--- config.mk ---
export PLATFORM = sky130hd
export DESIGN_NAME = arq_retransmit_table
export DESIGN_NICKNAME = d
export VERILOG_FILES = /design/src/sv/arq_pkg.sv /design/src/sv/arq_dpath.sv /design/src/sv/arq_ctrl.sv /design/src/sv/arq_retransmit_table.sv
export SDC_FILE = /design/constraint.sdc
export NUM_CORES = 2
export LEC_CHECK = 0
export BUFFER_PORTS_ARGS = -buffer_cell sky130_fd_sc_hd__buf_2
export CAP_MARGIN = 40
export CORE_MARGIN = 1
export CORE_UTILIZATION = 45
export CTS_CLUSTER_DIAMETER = 60
export DETAILED_ROUTE_END_ITERATION = 10
export PLACE_DENSITY = 0.73
export SYNTH_ARGS = -nofsm -noshare
export SYNTH_HDL_FRONTEND = slang
export SYNTH_SLANG_ARGS = --single-unit
--- constraint.sdc ---
create_clock -name i_clk -period 8.7 [get_ports i_clk]
set_clock_uncertainty 0.05 [all_clocks]
set_input_delay 1.74 -clock i_clk [delete_from_list [all_inputs] [get_ports i_clk]]
set_output_delay 1.74 -clock i_clk [all_outputs]
set_load 0.05 [all_outputs]
--- src/sv/arq_pkg.sv ---
`default_nettype none
// ----------------------------------------------------------------------------
// arq_pkg
// Shared types and codes for the retransmit table: operation codes, result
// kinds and the command/status bundles between controller and datapath.
// ----------------------------------------------------------------------------
package arq_pkg;

    localparam int IdW    = 32;
    localparam int KindW  = 3;
    localparam int SlotW  = 4;
    localparam int NresW  = 5;
    localparam logic [NresW-1:0] ResultLimit = 5'd16;

    typedef enum logic [1:0] {
        F_SEND = 2'd0,
        F_ACK  = 2'd1,
        F_TICK = 2'd2
    } t_func;

    typedef enum logic [KindW-1:0] {
        K_SENT    = 3'd0,
        K_RETX    = 3'd1,
        K_FULL    = 3'd2,
        K_ACKED   = 3'd3,
        K_UNKNOWN = 3'd4
    } t_kind;

    typedef enum logic [2:0] {
        OP_NONE,
        OP_INIT_SEND,
        OP_INIT_ACK,
        OP_INIT_TICK,
        OP_SEND_STEP,
        OP_ACK_STEP,
        OP_TICK_STEP,
        OP_TICK_END
    } t_op;

    typedef struct packed {
        t_op op;
    } t_cmd;

    typedef struct packed {
        logic send_done;
        logic ack_done;
        logic tick_done;
    } t_stat;

endpackage

`default_nettype wire

--- src/sv/arq_dpath.sv ---
`default_nettype none
// ----------------------------------------------------------------------------
// arq_dpath
// Slot table datapath: valid bits, id and stamp memories, counters, the
// one-slot-per-cycle scan and the result registers.
// ----------------------------------------------------------------------------
module arq_dpath
    import arq_pkg::*;
#(
    parameter int TABLE_ENTRIES = 16
) (
    input  wire logic             i_clk,
    input  wire logic             i_rst_n,
    input  wire t_cmd             i_cmd,
    input  wire logic [IdW-1:0]   i_ack_id,
    input  wire logic [7:0]       i_timeout,
    output t_stat                 o_stat,
    output logic                  o_strobe,
    output logic [KindW-1:0]      o_kind,
    output logic [IdW-1:0]        o_msg_id,
    output logic [SlotW-1:0]      o_slot,
    output logic [IdW-1:0]        o_transmit_count,
    output logic                  o_last
);

    localparam int IW = (TABLE_ENTRIES > 1) ? $clog2(TABLE_ENTRIES) : 1;
    localparam int CW = $clog2(TABLE_ENTRIES + 1);

    // table storage
    logic [TABLE_ENTRIES-1:0] r_valid;
    logic [IdW-1:0]           mem_id    [TABLE_ENTRIES];
    logic [IdW-1:0]           mem_stamp [TABLE_ENTRIES];

    logic [IdW-1:0]   r_next_id;
    logic [IdW-1:0]   r_now;
    logic [IdW-1:0]   r_sends;
    logic [IdW-1:0]   r_ack_id;

    // scan pointer and check stage
    logic [CW-1:0]    r_scan;
    logic             r_chk_vld;
    logic [IW-1:0]    r_chk_idx;
    logic [IdW-1:0]   r_rd_id;
    logic [IdW-1:0]   r_rd_stamp;
    logic [NresW-1:0] r_nres;

    // pending retransmit, held until we know whether it is the last one
    logic             r_pend_vld;
    logic [IdW-1:0]   r_pend_id;
    logic [SlotW-1:0] r_pend_slot;
    logic [IdW-1:0]   r_pend_cnt;

    logic             r_strobe;
    t_kind            r_out_kind;
    logic [IdW-1:0]   r_out_id;
    logic [SlotW-1:0] r_out_slot;
    logic [IdW-1:0]   r_out_cnt;
    logic             r_out_last;

    logic             scan_end;
    logic [IW-1:0]    scan_idx;
    logic             free;
    logic             rd_en;
    logic [IdW-1:0]   age;
    logic             chk_live;
    logic             ack_hit;
    logic             due;
    logic             chk_drained;

    assign scan_end    = (r_scan == CW'(TABLE_ENTRIES));
    assign scan_idx    = r_scan[IW-1:0];
    assign free        = !scan_end && !r_valid[scan_idx];
    assign rd_en       = ((i_cmd.op == OP_ACK_STEP) || (i_cmd.op == OP_TICK_STEP)) && !scan_end;
    assign age         = r_now - r_rd_stamp;
    assign chk_live    = r_chk_vld && r_valid[r_chk_idx];
    assign ack_hit     = chk_live && (r_rd_id == r_ack_id);
    assign due         = chk_live && (age >= {24'd0, i_timeout});
    assign chk_drained = !r_chk_vld && scan_end;

    assign o_stat.send_done = free || scan_end;
    assign o_stat.ack_done  = ack_hit || chk_drained;
    assign o_stat.tick_done = chk_drained || (r_nres == ResultLimit);

    always_ff @(posedge i_clk) begin
        if (!i_rst_n) begin
            r_valid    <= '0;
            r_next_id  <= '0;
            r_now      <= '0;
            r_sends    <= '0;
            r_scan     <= '0;
            r_chk_vld  <= 1'b0;
            r_nres     <= '0;
            r_pend_vld <= 1'b0;
            r_strobe   <= 1'b0;
        end else begin
            r_strobe <= 1'b0;
            unique case (i_cmd.op)
                OP_NONE: begin
                end
                OP_INIT_SEND: begin
                    r_next_id <= r_next_id + 1'b1;
                    r_scan    <= '0;
                end
                OP_INIT_ACK: begin
                    r_scan    <= '0;
                    r_chk_vld <= 1'b0;
                end
                OP_INIT_TICK: begin
                    r_now      <= r_now + 1'b1;
                    r_scan     <= '0;
                    r_chk_vld  <= 1'b0;
                    r_nres     <= '0;
                    r_pend_vld <= 1'b0;
                end
                OP_SEND_STEP: begin
                    if (free) begin
                        r_valid[scan_idx] <= 1'b1;
                        r_sends           <= r_sends + 1'b1;
                        r_strobe          <= 1'b1;
                    end else if (scan_end) begin
                        r_strobe <= 1'b1;
                    end else begin
                        r_scan <= r_scan + 1'b1;
                    end
                end
                OP_ACK_STEP: begin
                    r_chk_vld <= rd_en;
                    if (rd_en) begin
                        r_scan <= r_scan + 1'b1;
                    end
                    if (ack_hit) begin
                        r_valid[r_chk_idx] <= 1'b0;
                        r_strobe           <= 1'b1;
                    end else if (chk_drained) begin
                        r_strobe <= 1'b1;
                    end
                end
                OP_TICK_STEP: begin
                    r_chk_vld <= rd_en;
                    if (rd_en) begin
                        r_scan <= r_scan + 1'b1;
                    end
                    if (due) begin
                        r_sends    <= r_sends + 1'b1;
                        r_nres     <= r_nres + 1'b1;
                        r_pend_vld <= 1'b1;
                        r_strobe   <= r_pend_vld;
                    end
                end
                OP_TICK_END: begin
                    r_strobe   <= r_pend_vld;
                    r_pend_vld <= 1'b0;
                end
            endcase
        end
    end

    always_ff @(posedge i_clk) begin
        if (rd_en) begin
            r_rd_id    <= mem_id[scan_idx];
            r_rd_stamp <= mem_stamp[scan_idx];
        end
        if (rd_en || (i_cmd.op == OP_INIT_ACK) || (i_cmd.op == OP_INIT_TICK)) begin
            r_chk_idx <= scan_idx;
        end
        unique case (i_cmd.op)
            OP_NONE, OP_INIT_SEND, OP_INIT_TICK: begin
            end
            OP_INIT_ACK: begin
                r_ack_id <= i_ack_id;
            end
            OP_SEND_STEP: begin
                r_out_id   <= r_next_id;
                r_out_last <= 1'b1;
                if (free) begin
                    mem_id[scan_idx]    <= r_next_id;
                    mem_stamp[scan_idx] <= r_now;
                    r_out_kind          <= K_SENT;
                    r_out_slot          <= SlotW'(scan_idx);
                    r_out_cnt           <= r_sends + 1'b1;
                end else begin
                    r_out_kind <= K_FULL;
                    r_out_slot <= '0;
                    r_out_cnt  <= r_sends;
                end
            end
            OP_ACK_STEP: begin
                r_out_id   <= r_ack_id;
                r_out_cnt  <= r_sends;
                r_out_last <= 1'b1;
                if (ack_hit) begin
                    r_out_kind <= K_ACKED;
                    r_out_slot <= SlotW'(r_chk_idx);
                end else begin
                    r_out_kind <= K_UNKNOWN;
                    r_out_slot <= '0;
                end
            end
            OP_TICK_STEP: begin
                if (due) begin
                    mem_stamp[r_chk_idx] <= r_now;
                    r_pend_id            <= r_rd_id;
                    r_pend_slot          <= SlotW'(r_chk_idx);
                    r_pend_cnt           <= r_sends + 1'b1;
                    // the earlier retransmit is now known not to be the last
                    r_out_kind           <= K_RETX;
                    r_out_id             <= r_pend_id;
                    r_out_slot           <= r_pend_slot;
                    r_out_cnt            <= r_pend_cnt;
                    r_out_last           <= 1'b0;
                end
            end
            OP_TICK_END: begin
                r_out_kind <= K_RETX;
                r_out_id   <= r_pend_id;
                r_out_slot <= r_pend_slot;
                r_out_cnt  <= r_pend_cnt;
                r_out_last <= 1'b1;
            end
        endcase
    end

    assign o_strobe         = r_strobe;
    assign o_kind           = r_out_kind;
    assign o_msg_id         = r_out_id;
    assign o_slot           = r_out_slot;
    assign o_transmit_count = r_out_cnt;
    assign o_last           = r_out_last;

endmodule

`default_nettype wire

--- src/sv/arq_ctrl.sv ---
`default_nettype none
// ----------------------------------------------------------------------------
// arq_ctrl
// Sequencer for the retransmit table: decodes the operation and steps the
// datapath scan until it reports completion.
// ----------------------------------------------------------------------------
module arq_ctrl
    import arq_pkg::*;
(
    input  wire logic       i_clk,
    input  wire logic       i_rst_n,
    input  wire logic       i_start,
    input  wire logic [1:0] i_func,
    input  wire t_stat      i_stat,
    output t_cmd            o_cmd,
    output logic            o_busy
);

    typedef enum logic [1:0] {
        S_IDLE,
        S_SEND,
        S_ACK,
        S_TICK
    } t_state;

    t_state r_state;
    t_state n_state;

    always_comb begin
        n_state  = r_state;
        o_cmd.op = OP_NONE;
        unique case (r_state)
            S_IDLE: begin
                if (i_start) begin
                    unique case (i_func)
                        F_SEND: begin
                            o_cmd.op = OP_INIT_SEND;
                            n_state  = S_SEND;
                        end
                        F_ACK: begin
                            o_cmd.op = OP_INIT_ACK;
                            n_state  = S_ACK;
                        end
                        F_TICK: begin
                            o_cmd.op = OP_INIT_TICK;
                            n_state  = S_TICK;
                        end
                        default: begin
                            // undefined operation: no effect
                        end
                    endcase
                end
            end
            S_SEND: begin
                o_cmd.op = OP_SEND_STEP;
                if (i_stat.send_done) begin
                    n_state = S_IDLE;
                end
            end
            S_ACK: begin
                o_cmd.op = OP_ACK_STEP;
                if (i_stat.ack_done) begin
                    n_state = S_IDLE;
                end
            end
            S_TICK: begin
                if (i_stat.tick_done) begin
                    o_cmd.op = OP_TICK_END;
                    n_state  = S_IDLE;
                end else begin
                    o_cmd.op = OP_TICK_STEP;
                end
            end
        endcase
    end

    always_ff @(posedge i_clk) begin
        if (!i_rst_n) begin
            r_state <= S_IDLE;
        end else begin
            r_state <= n_state;
        end
    end

    assign o_busy = (r_state != S_IDLE);

endmodule

`default_nettype wire

--- src/sv/arq_retransmit_table.sv ---
`default_nettype none
// ----------------------------------------------------------------------------
// arq_retransmit_table
// Sender-side retransmission timer table with an APB register for the
// timeout.
// ----------------------------------------------------------------------------
// An operation is taken when start is high and busy is low; the table is
// walked one slot per cycle through the id/stamp memory port. A send ends
// early when a low slot is free, and a tick stops early once 16 retransmits
// are found; an undefined operation code is taken and does nothing. Every
// result is a one-cycle pulse on o_strobe with no back-pressure, so the
// receiver must take each beat as it comes. Retransmits of a tick come out
// while the scan runs, each one delayed until the next due entry is found,
// and the final beat carries o_last. At most 16 retransmits are issued per
// tick.
// ----------------------------------------------------------------------------
module arq_retransmit_table
    import arq_pkg::*;
#(
    parameter int TABLE_ENTRIES = 16
) (
    input  wire logic             i_clk,
    input  wire logic             i_rst_n,
    input  wire logic             start,
    output logic                  busy,
    input  wire logic [1:0]       i_func,
    input  wire logic [IdW-1:0]   i_ack_id,
    output logic                  o_strobe,
    output logic [KindW-1:0]      o_kind,
    output logic [IdW-1:0]        o_msg_id,
    output logic [SlotW-1:0]      o_slot,
    output logic [IdW-1:0]        o_transmit_count,
    output logic                  o_last,
    input  wire logic             psel,
    input  wire logic             penable,
    input  wire logic             pwrite,
    input  wire logic [2:0]       paddr,
    input  wire logic [31:0]      pwdata,
    output logic [31:0]           prdata,
    output logic                  pready
);

    logic  [7:0] r_timeout;
    logic        reg_sel;
    t_cmd        cmd;
    t_stat       stat;

    // only the timeout register exists; it answers at any address with paddr[2] low (0 to 3)
    assign reg_sel = (paddr[2] == 1'b0);
    assign pready  = 1'b1;
    assign prdata  = reg_sel ? {24'd0, r_timeout} : 32'd0;

    always_ff @(posedge i_clk) begin
        if (!i_rst_n) begin
            r_timeout <= 8'd2;
        end else if (psel && penable && pwrite && reg_sel) begin
            r_timeout <= pwdata[7:0];
        end
    end

    arq_ctrl u_ctrl (
        .i_clk   (i_clk),
        .i_rst_n (i_rst_n),
        .i_start (start),
        .i_func  (i_func),
        .i_stat  (stat),
        .o_cmd   (cmd),
        .o_busy  (busy)
    );

    arq_dpath #(
        .TABLE_ENTRIES (TABLE_ENTRIES)
    ) u_dpath (
        .i_clk            (i_clk),
        .i_rst_n          (i_rst_n),
        .i_cmd            (cmd),
        .i_ack_id         (i_ack_id),
        .i_timeout        (r_timeout),
        .o_stat           (stat),
        .o_strobe         (o_strobe),
        .o_kind           (o_kind),
        .o_msg_id         (o_msg_id),
        .o_slot           (o_slot),
        .o_transmit_count (o_transmit_count),
        .o_last           (o_last)
    );

    // a beat that is not the last one only comes out mid-tick
    a_midtick_busy: assert property (@(posedge i_clk) disable iff (!i_rst_n)
        o_strobe && !o_last |-> busy)
        else $error("non-final result while idle");

    // table full, acked and unknown-id results give a single beat
    a_single_last: assert property (@(posedge i_clk) disable iff (!i_rst_n)
        o_strobe && (o_kind == K_FULL || o_kind == K_ACKED || o_kind == K_UNKNOWN)
        |-> o_last)
        else $error("single-result kind without last");

    a_start_busy: assert property (@(posedge i_clk) disable iff (!i_rst_n)
        start && !busy && (i_func == F_SEND || i_func == F_ACK || i_func == F_TICK)
        |=> busy)
        else $error("operation taken but block not busy");

endmodule

`default_nettype wire

# Word-level counts from Yosys, hierarchy flattened
# Memory sizes are Yosys's and may differ from the RTL's. A register that Yosys moved wholly into a read port is not among the register bits.
# Index checks and enable logic that the tools add are counted.
# classes
n_reduce_logical	46
magnitude_cmp	5
multipliers	0
shift	0
n_eq_ne	26
div_mod_pow	0
n_bitwise	4
add_sub_neg	6
mux	63
# ops
operator	count
$pmux W32 S4	2
$mux W32	5
$add A32 B1 Y32 const B	3
$pmux W32 S2	1
$eq A32 B32 Y1	1
$ge A32 B8 Y1	1
$mux W16	2
$pmux W16 S2	1
$reduce_or A32 Y1	1
$sub A32 B32 Y32	1
$pmux W3 S4	2
$mux W5	4
$mux W1	19
$and A16 B16 Y16	1
$mux W4	4
$not A16 Y16	1
$or A16 B16 Y16	1
$pmux W4 S4	1
$pmux W5 S3	1
$reduce_bool A2 Y1	7
$eq A3 B3 Y1 const B	4
$ne A2 B2 Y1 const B	6
$pmux W2 S3	2
$reduce_and A2 Y1	6
other kinds (31)	73
# word_totals
inputBits	75
romBits	0
n_memories	2
ram_bits	1024
latchBits	0
elab_cells	173
reg_bits	311
# mem_list
memory	words	word_bits	read_ports	rd_ports_with_merged_regs	wr	line	source
u_dpath.mem_id	16	32	1	1	1	arq_dpath.sv:31	logic [IdW-1:0] mem_id [TABLE_ENTRIES];
u_dpath.mem_stamp	16	32	1	1	1	arq_dpath.sv:32	logic [IdW-1:0] mem_stamp [TABLE_ENTRIES];

# Depth between registers and ports, before layout
# depth
word_depth	10
depth_mapped	19
ltp_nobuf	17

# Cells and area by module
# Synthesis repeated with hierarchy kept, for this count alone.
# hier_totals
cells_unflattened	3339
hier_area_um2	58376.0
# modules_own_cells
mod	area_per_inst_um2	n_inst	cells_each
arq_dpath	57500.1	1	3237
arq_retransmit_table	595.6	1	70
arq_ctrl	280.3	1	32

# Worst setup path after synthesis
# Ideal clock, no wire load.
# synth_timing
path_type	register -> register
start	register u_dpath.r_now[0]
end	register u_dpath.r_out_kind[0] (netlist: u_dpath.o_kind[0]), enable pin
path_slack_ns	1.779
stages_incl_launch_ff	15
arrival_time_ns	6.362
path_buffers	1
setup_ns	0.509
cell_sequence	dfxtp_1 -> inv_1 -> ha_1 -> fa_1 -> and2b_1 -> o2111ai_2 -> a211oi_2 -> o31ai_2 -> a2111oi_2 -> a311oi_1 -> and3_4 -> and3_4 -> buf_6 -> o21ai_0 -> nor2b_1
# synth_via
elab_chain_cells	5
# synth_lines
element	line	source
start: declaration	arq_dpath.sv:35	logic [IdW-1:0] r_now;
start signal: assignment	arq_dpath.sv:109	r_now <= r_now + 1'b1;
$sub A32 B32 Y32	arq_dpath.sv:74	assign age = r_now - r_rd_stamp;
$ge A32 B8 Y1	arq_dpath.sv:77	assign due = chk_live && (age >= {24'd0, i_timeout});
$logic_and A1 B1 Y1	arq_dpath.sv:77	
$ne A2 B1 Y1 (no line)	--	
$reduce_and A2 Y1 (no line)	--	
end signal: assignment	arq_dpath.sv:178	r_out_kind <= K_SENT;
end signal: assignment	arq_dpath.sv:182	r_out_kind <= K_FULL;
end signal: assignment	arq_dpath.sv:192	r_out_kind <= K_ACKED;
end: declaration	arq_dpath.sv:54	t_kind r_out_kind;
# No other way between the ends.
# A chain may end at the register's enable or synchronous reset.

# Worst setup path after layout
# layout_timing
start	register u_dpath.r_now[0]
end	memory u_dpath.mem_stamp[11][24], enable pin
# layout_via
elab_chain_cells	8
elab_cells_between_ends	9
# layout_lines
element	line	source
$sub A32 B32 Y32 (*)	arq_dpath.sv:74	
$ge A32 B8 Y1 (*)	arq_dpath.sv:77	
$logic_and A1 B1 Y1 (*)	arq_dpath.sv:77	
$mux W1 (*)	arq_dpath.sv:200	if (due) begin
$mux W1 (*)	arq_dpath.sv:166	unique case (i_cmd.op)
$mux W1 (implied by the code) (*)	arq_dpath.sv:201	mem_stamp[r_chk_idx] <= r_now;
$reduce_or A32 Y1 (no line)	--	
$mux W4 (no line) or $mux W1 (tied branches)	--	
end: declaration	arq_dpath.sv:32	
# Mark *: on every way between the ends. The rest lies on a longest branch, timed or not.

==> results.py <==
metrics = {
    "power_and_ir_drop": {
        "switching_share": 0.274,
        "power.density_nw_per_um2": 259,
        "leakage_nw": 21.4,
        "vdd_ir_drop_max_mv": 0.233,
        "power.clock.fraction": 0.362,
        "p_switching_mw": 4.64,
        "power.total_mw": 16.9,
        "intPower_mw": 12.3,
        "seq_power_share": 0.468,
        "combPwrFrac": 0.170,
    },
    "floorplanning": {
        "die_area_sq_um": 130000,
        "num_rows": 130,
        "initial_utilization": 0.456,
        "io_pins": 182,
        "core-area_sq_um": 126000,
        "die_h_um": 360,
        "die_x_um": 360,
    },
    "placed_design": {
        "place_ws_ns": 2.12,
        "place_inst": 5020,
        "gp_congestion": 0.859,
        "postPlaceCellArea_sq_um": 60700,
        "dp_hpwl_um": 75600,
        "io_buffers": 130,
    },
    "global_route": {
        "grt_pass1_wl_um": 202000,
        "antenna_found_initial": 2,
        "grt_max_degree": 153,
        "overflow": 0,
        "grt_pass1_vias": 31400,
        "grt.total_usage": 0.208,
    },
    "finish": {
        "drive_gt1_frac": 0.226,
        "nets": 3648,
        "final_util": 0.517,
        "fill_cells": 9878,
        "areaGrowthSynthToFinish_pct": 13.3,
        "regArea_sq_um": 40700,
        "fin_cells": 5279,
        "final_area_sq_um": 65400,
        "multiInputGateArea_sq_um": 16100,
        "antennaDiodeCount": 0,
    },
    "setup_path": {
        "start_kind": "flip-flop",
        "cp-end-kind": "flip-flop",
        "crit_arrival_ns": 6.87,
        "critPathRequiredTime_ns": 9.04,
        "worstPathMaxFanout": 20,
        "path_class": "reg -> reg",
    },
    "logic_synthesis": {
        "synth.ff_latch_count": 1399,
        "netlist_area_sq_um": 57700,
        "synth_area_leaders": "edfxtp_1 (66%), mux4_2 (13%), dfxtp_1 (4.7%)",
        "ys_types": 84,
        "synth_edf_count": 1264,
        "yosysTopAreaCell": "edfxtp_1",
        "yosysSeqAreaShare": 0.705,
        "syn_avg_cell_area_sq_um": 17.2,
        "ys_warn_count": 0,
        "ys_async_sr_fraction": 0,
        "syn_inst": 3355,
        "synthFlopType": "edfxtp_1",
        "synth_top_area_frac": 0.658,
    },
    "timing": {
        "setup-violations-final": 0,
        "fin_crit_ns": 6.53,
        "fin_ws_ns": 2.17,
        "timing.hold.ws_ns": 0.408,
        "finalSetupTns_ns": 0,
        "rsz0062_at_grt": "no",
        "relSlewSlack": 0.285,
        "period_share": 0.751,
        "slew_violations": 0,
        "worst_pin_slew_ns": 1.07,
        "fmax_mhz": 153,
        "hold_viol_final": 0,
    },
    "clock_tree": {
        "cts.sinks": 1399,
        "cts_root_buf": "clkbuf_16",
        "post_cts_buffers": 0,
        "cts_made_buffers": 141,
        "clk_path_buf_depth": 3,
        "clkLatencyLatePin_ns": 0.76,
        "tritoncts": "yes",
        "htreeDepth": 4,
        "cts-resized-gates": 0,
        "hold_buffers": 0,
        "path_clk_slew_ns": 0.06,
    },
    "drt": {
        "ant_nets": 0,
        "drc": 0,
        "drtIter0Drc": 3480,
        "vias": 31500,
        "routedWlPerCell_um": 25.5,
        "totalWireLength_um": 134000,
        "via_per_inst": 5.97,
        "dr.pass1.iters": 8,
    },
    "job": {
        "cap_violations": 0,
    },
    "min_path": {
        "hold_class": "reg -> reg",
    },
    "outcome": {
        "outcome": "completed",
    },
}
## layer usage
layer,wire length (um),GRT usage,up-vias
met5,0,0,-
met1,55300,0.289,16300
li1,-,-,13700
met2,65900,0.336,1421
met3,10000,0.0342,198
met4,3230,0.0648,0
## worst paths after layout
| path | start | endpoint | slack [ns] | depth (start not counted) |
|---|---|---|---|---|
| max | u_dpath.r_now[0] | u_dpath.mem_stamp[11][24] | 2.17 | 18 |
| max reg2reg | u_dpath.r_now[0] | u_dpath.mem_stamp[11][24] | 2.17 | 18 |
| min | r_timeout[7] | r_timeout[7] | 0.41 | 2 |
| min reg2reg | r_timeout[7] | r_timeout[7] | 0.41 | 2 |
## power by group through the flow
stage / Sequential (mW) / Clock [mW] / Combinational (mW)
after CTS: 7.92 / 6.20 / 2.90
after detailed placement: 8.06 / 0 / 2.88
after global placement: 8.07 / 0 / 2.79
after global routing: 7.95 / 6.45 / 3.05
after floorplan: 8.44 / 0 / 1.67
final: 7.92 / 6.12 / 2.88
## cell usage after synthesis, drive strengths merged (4+ instances only)
master,n
o2111ai,5
a2111oi,4
edfxtp,1264
o21ai,70
nor3,43
nor2,130
xor2,73
clkbuf,125
a31oi,9
xnor2,54
a21o,14
nor4,14
o311ai,14
mux2i,22
buf,89
o41ai,8
o21bai,7
a21oi,149
or3,16
nand2b,9
or4,28
a211oi,8
nand3,86
a22oi,32
dfxtp,135
nor2b,13
o21a,13
o31ai,43
ha,59
and3,39
nor3b,4
and2,29
a222oi,6
nand2,227
o31a,4
o211ai,11
a211o,5
mux4,330
or2,11
nand4,37
inv,80
## cell type report
cell class | instances | area share
Sequential cell | 1399 | 0.622
Timing Repair Buffer | 206 | 0.0235
Multi-Input combinational cell | 1685 | 0.246
Tap cell | 1650 | 0.0316
Inverter | 80 | 0.00463
Clock buffer | 190 | 0.0592
Clock inverter | 69 | 0.0123
## layout by cell type, fill, tap and decap left out, types with 63 or more instances in the layout
| cell type | instances |
|---|---|
| edfxtp_1 | 1264 |
| mux4_2 | 330 |
| nand2_1 | 227 |
| a21oi_1 | 147 |
| clkbuf_16 | 144 |
| buf_2 | 132 |
| dfxtp_1 | 131 |
| nor2_1 | 125 |
| nand3_1 | 86 |
| inv_1 | 79 |
| xor2_1 | 73 |
| o21ai_0 | 63 |
## critical path, cell delays in order, from the launching register on
cell	delay [ns]
dfxtp_1	0.71
inv_1	0.10
ha_1	0.27
fa_1	0.46
and2b_1	0.25
o2111ai_2	0.23
nand2_1	0.15
xor2_1	0.16
ha_1	0.27
a21o_1	0.17
a211oi_1	0.31
o221ai_1	0.17
nor4_1	0.55
and4b_1	0.31
and3_4	0.27
nor2_4	0.13
buf_4	0.34
mux2i_4	0.75
buf_4	0.50
## flip-flops by register name, summed over array words and instances, names as in the netlist, 2 cells and up
register,cells
u_dpath.mem_id,512
u_dpath.mem_stamp,512
u_dpath.o_msg_id,32
u_dpath.o_transmit_count,32
u_dpath.r_ack_id,32
u_dpath.r_next_id,32
u_dpath.r_now,32
u_dpath.r_pend_cnt,32
u_dpath.r_pend_id,32
u_dpath.r_rd_id,32
u_dpath.r_rd_stamp,32
u_dpath.r_sends,32
u_dpath.r_valid,16
r_timeout,8
u_dpath.r_nres,5
u_dpath.r_scan,5
u_dpath.o_slot,4
u_dpath.r_chk_idx,4
u_dpath.r_pend_slot,4
u_dpath.o_kind,3
u_ctrl.r_state,2
## kinds of logic after synthesis
logic type / count (synthesis) / share of synthesized area
XOR/XNOR: 127 / 0.0193
buffers and inverters: 294 / 0.0218
AO/OA/AOI/OAI: 421 / 0.0480
AND/OR/NAND/NOR: 699 / 0.0597
adder cells (fa/ha/maj): 60 / 0.0131
other: 2 / 0.000130
multiplexers: 353 / 0.133
flip-flops: 1399 / 0.705
(Power assumes the default switching activity.)
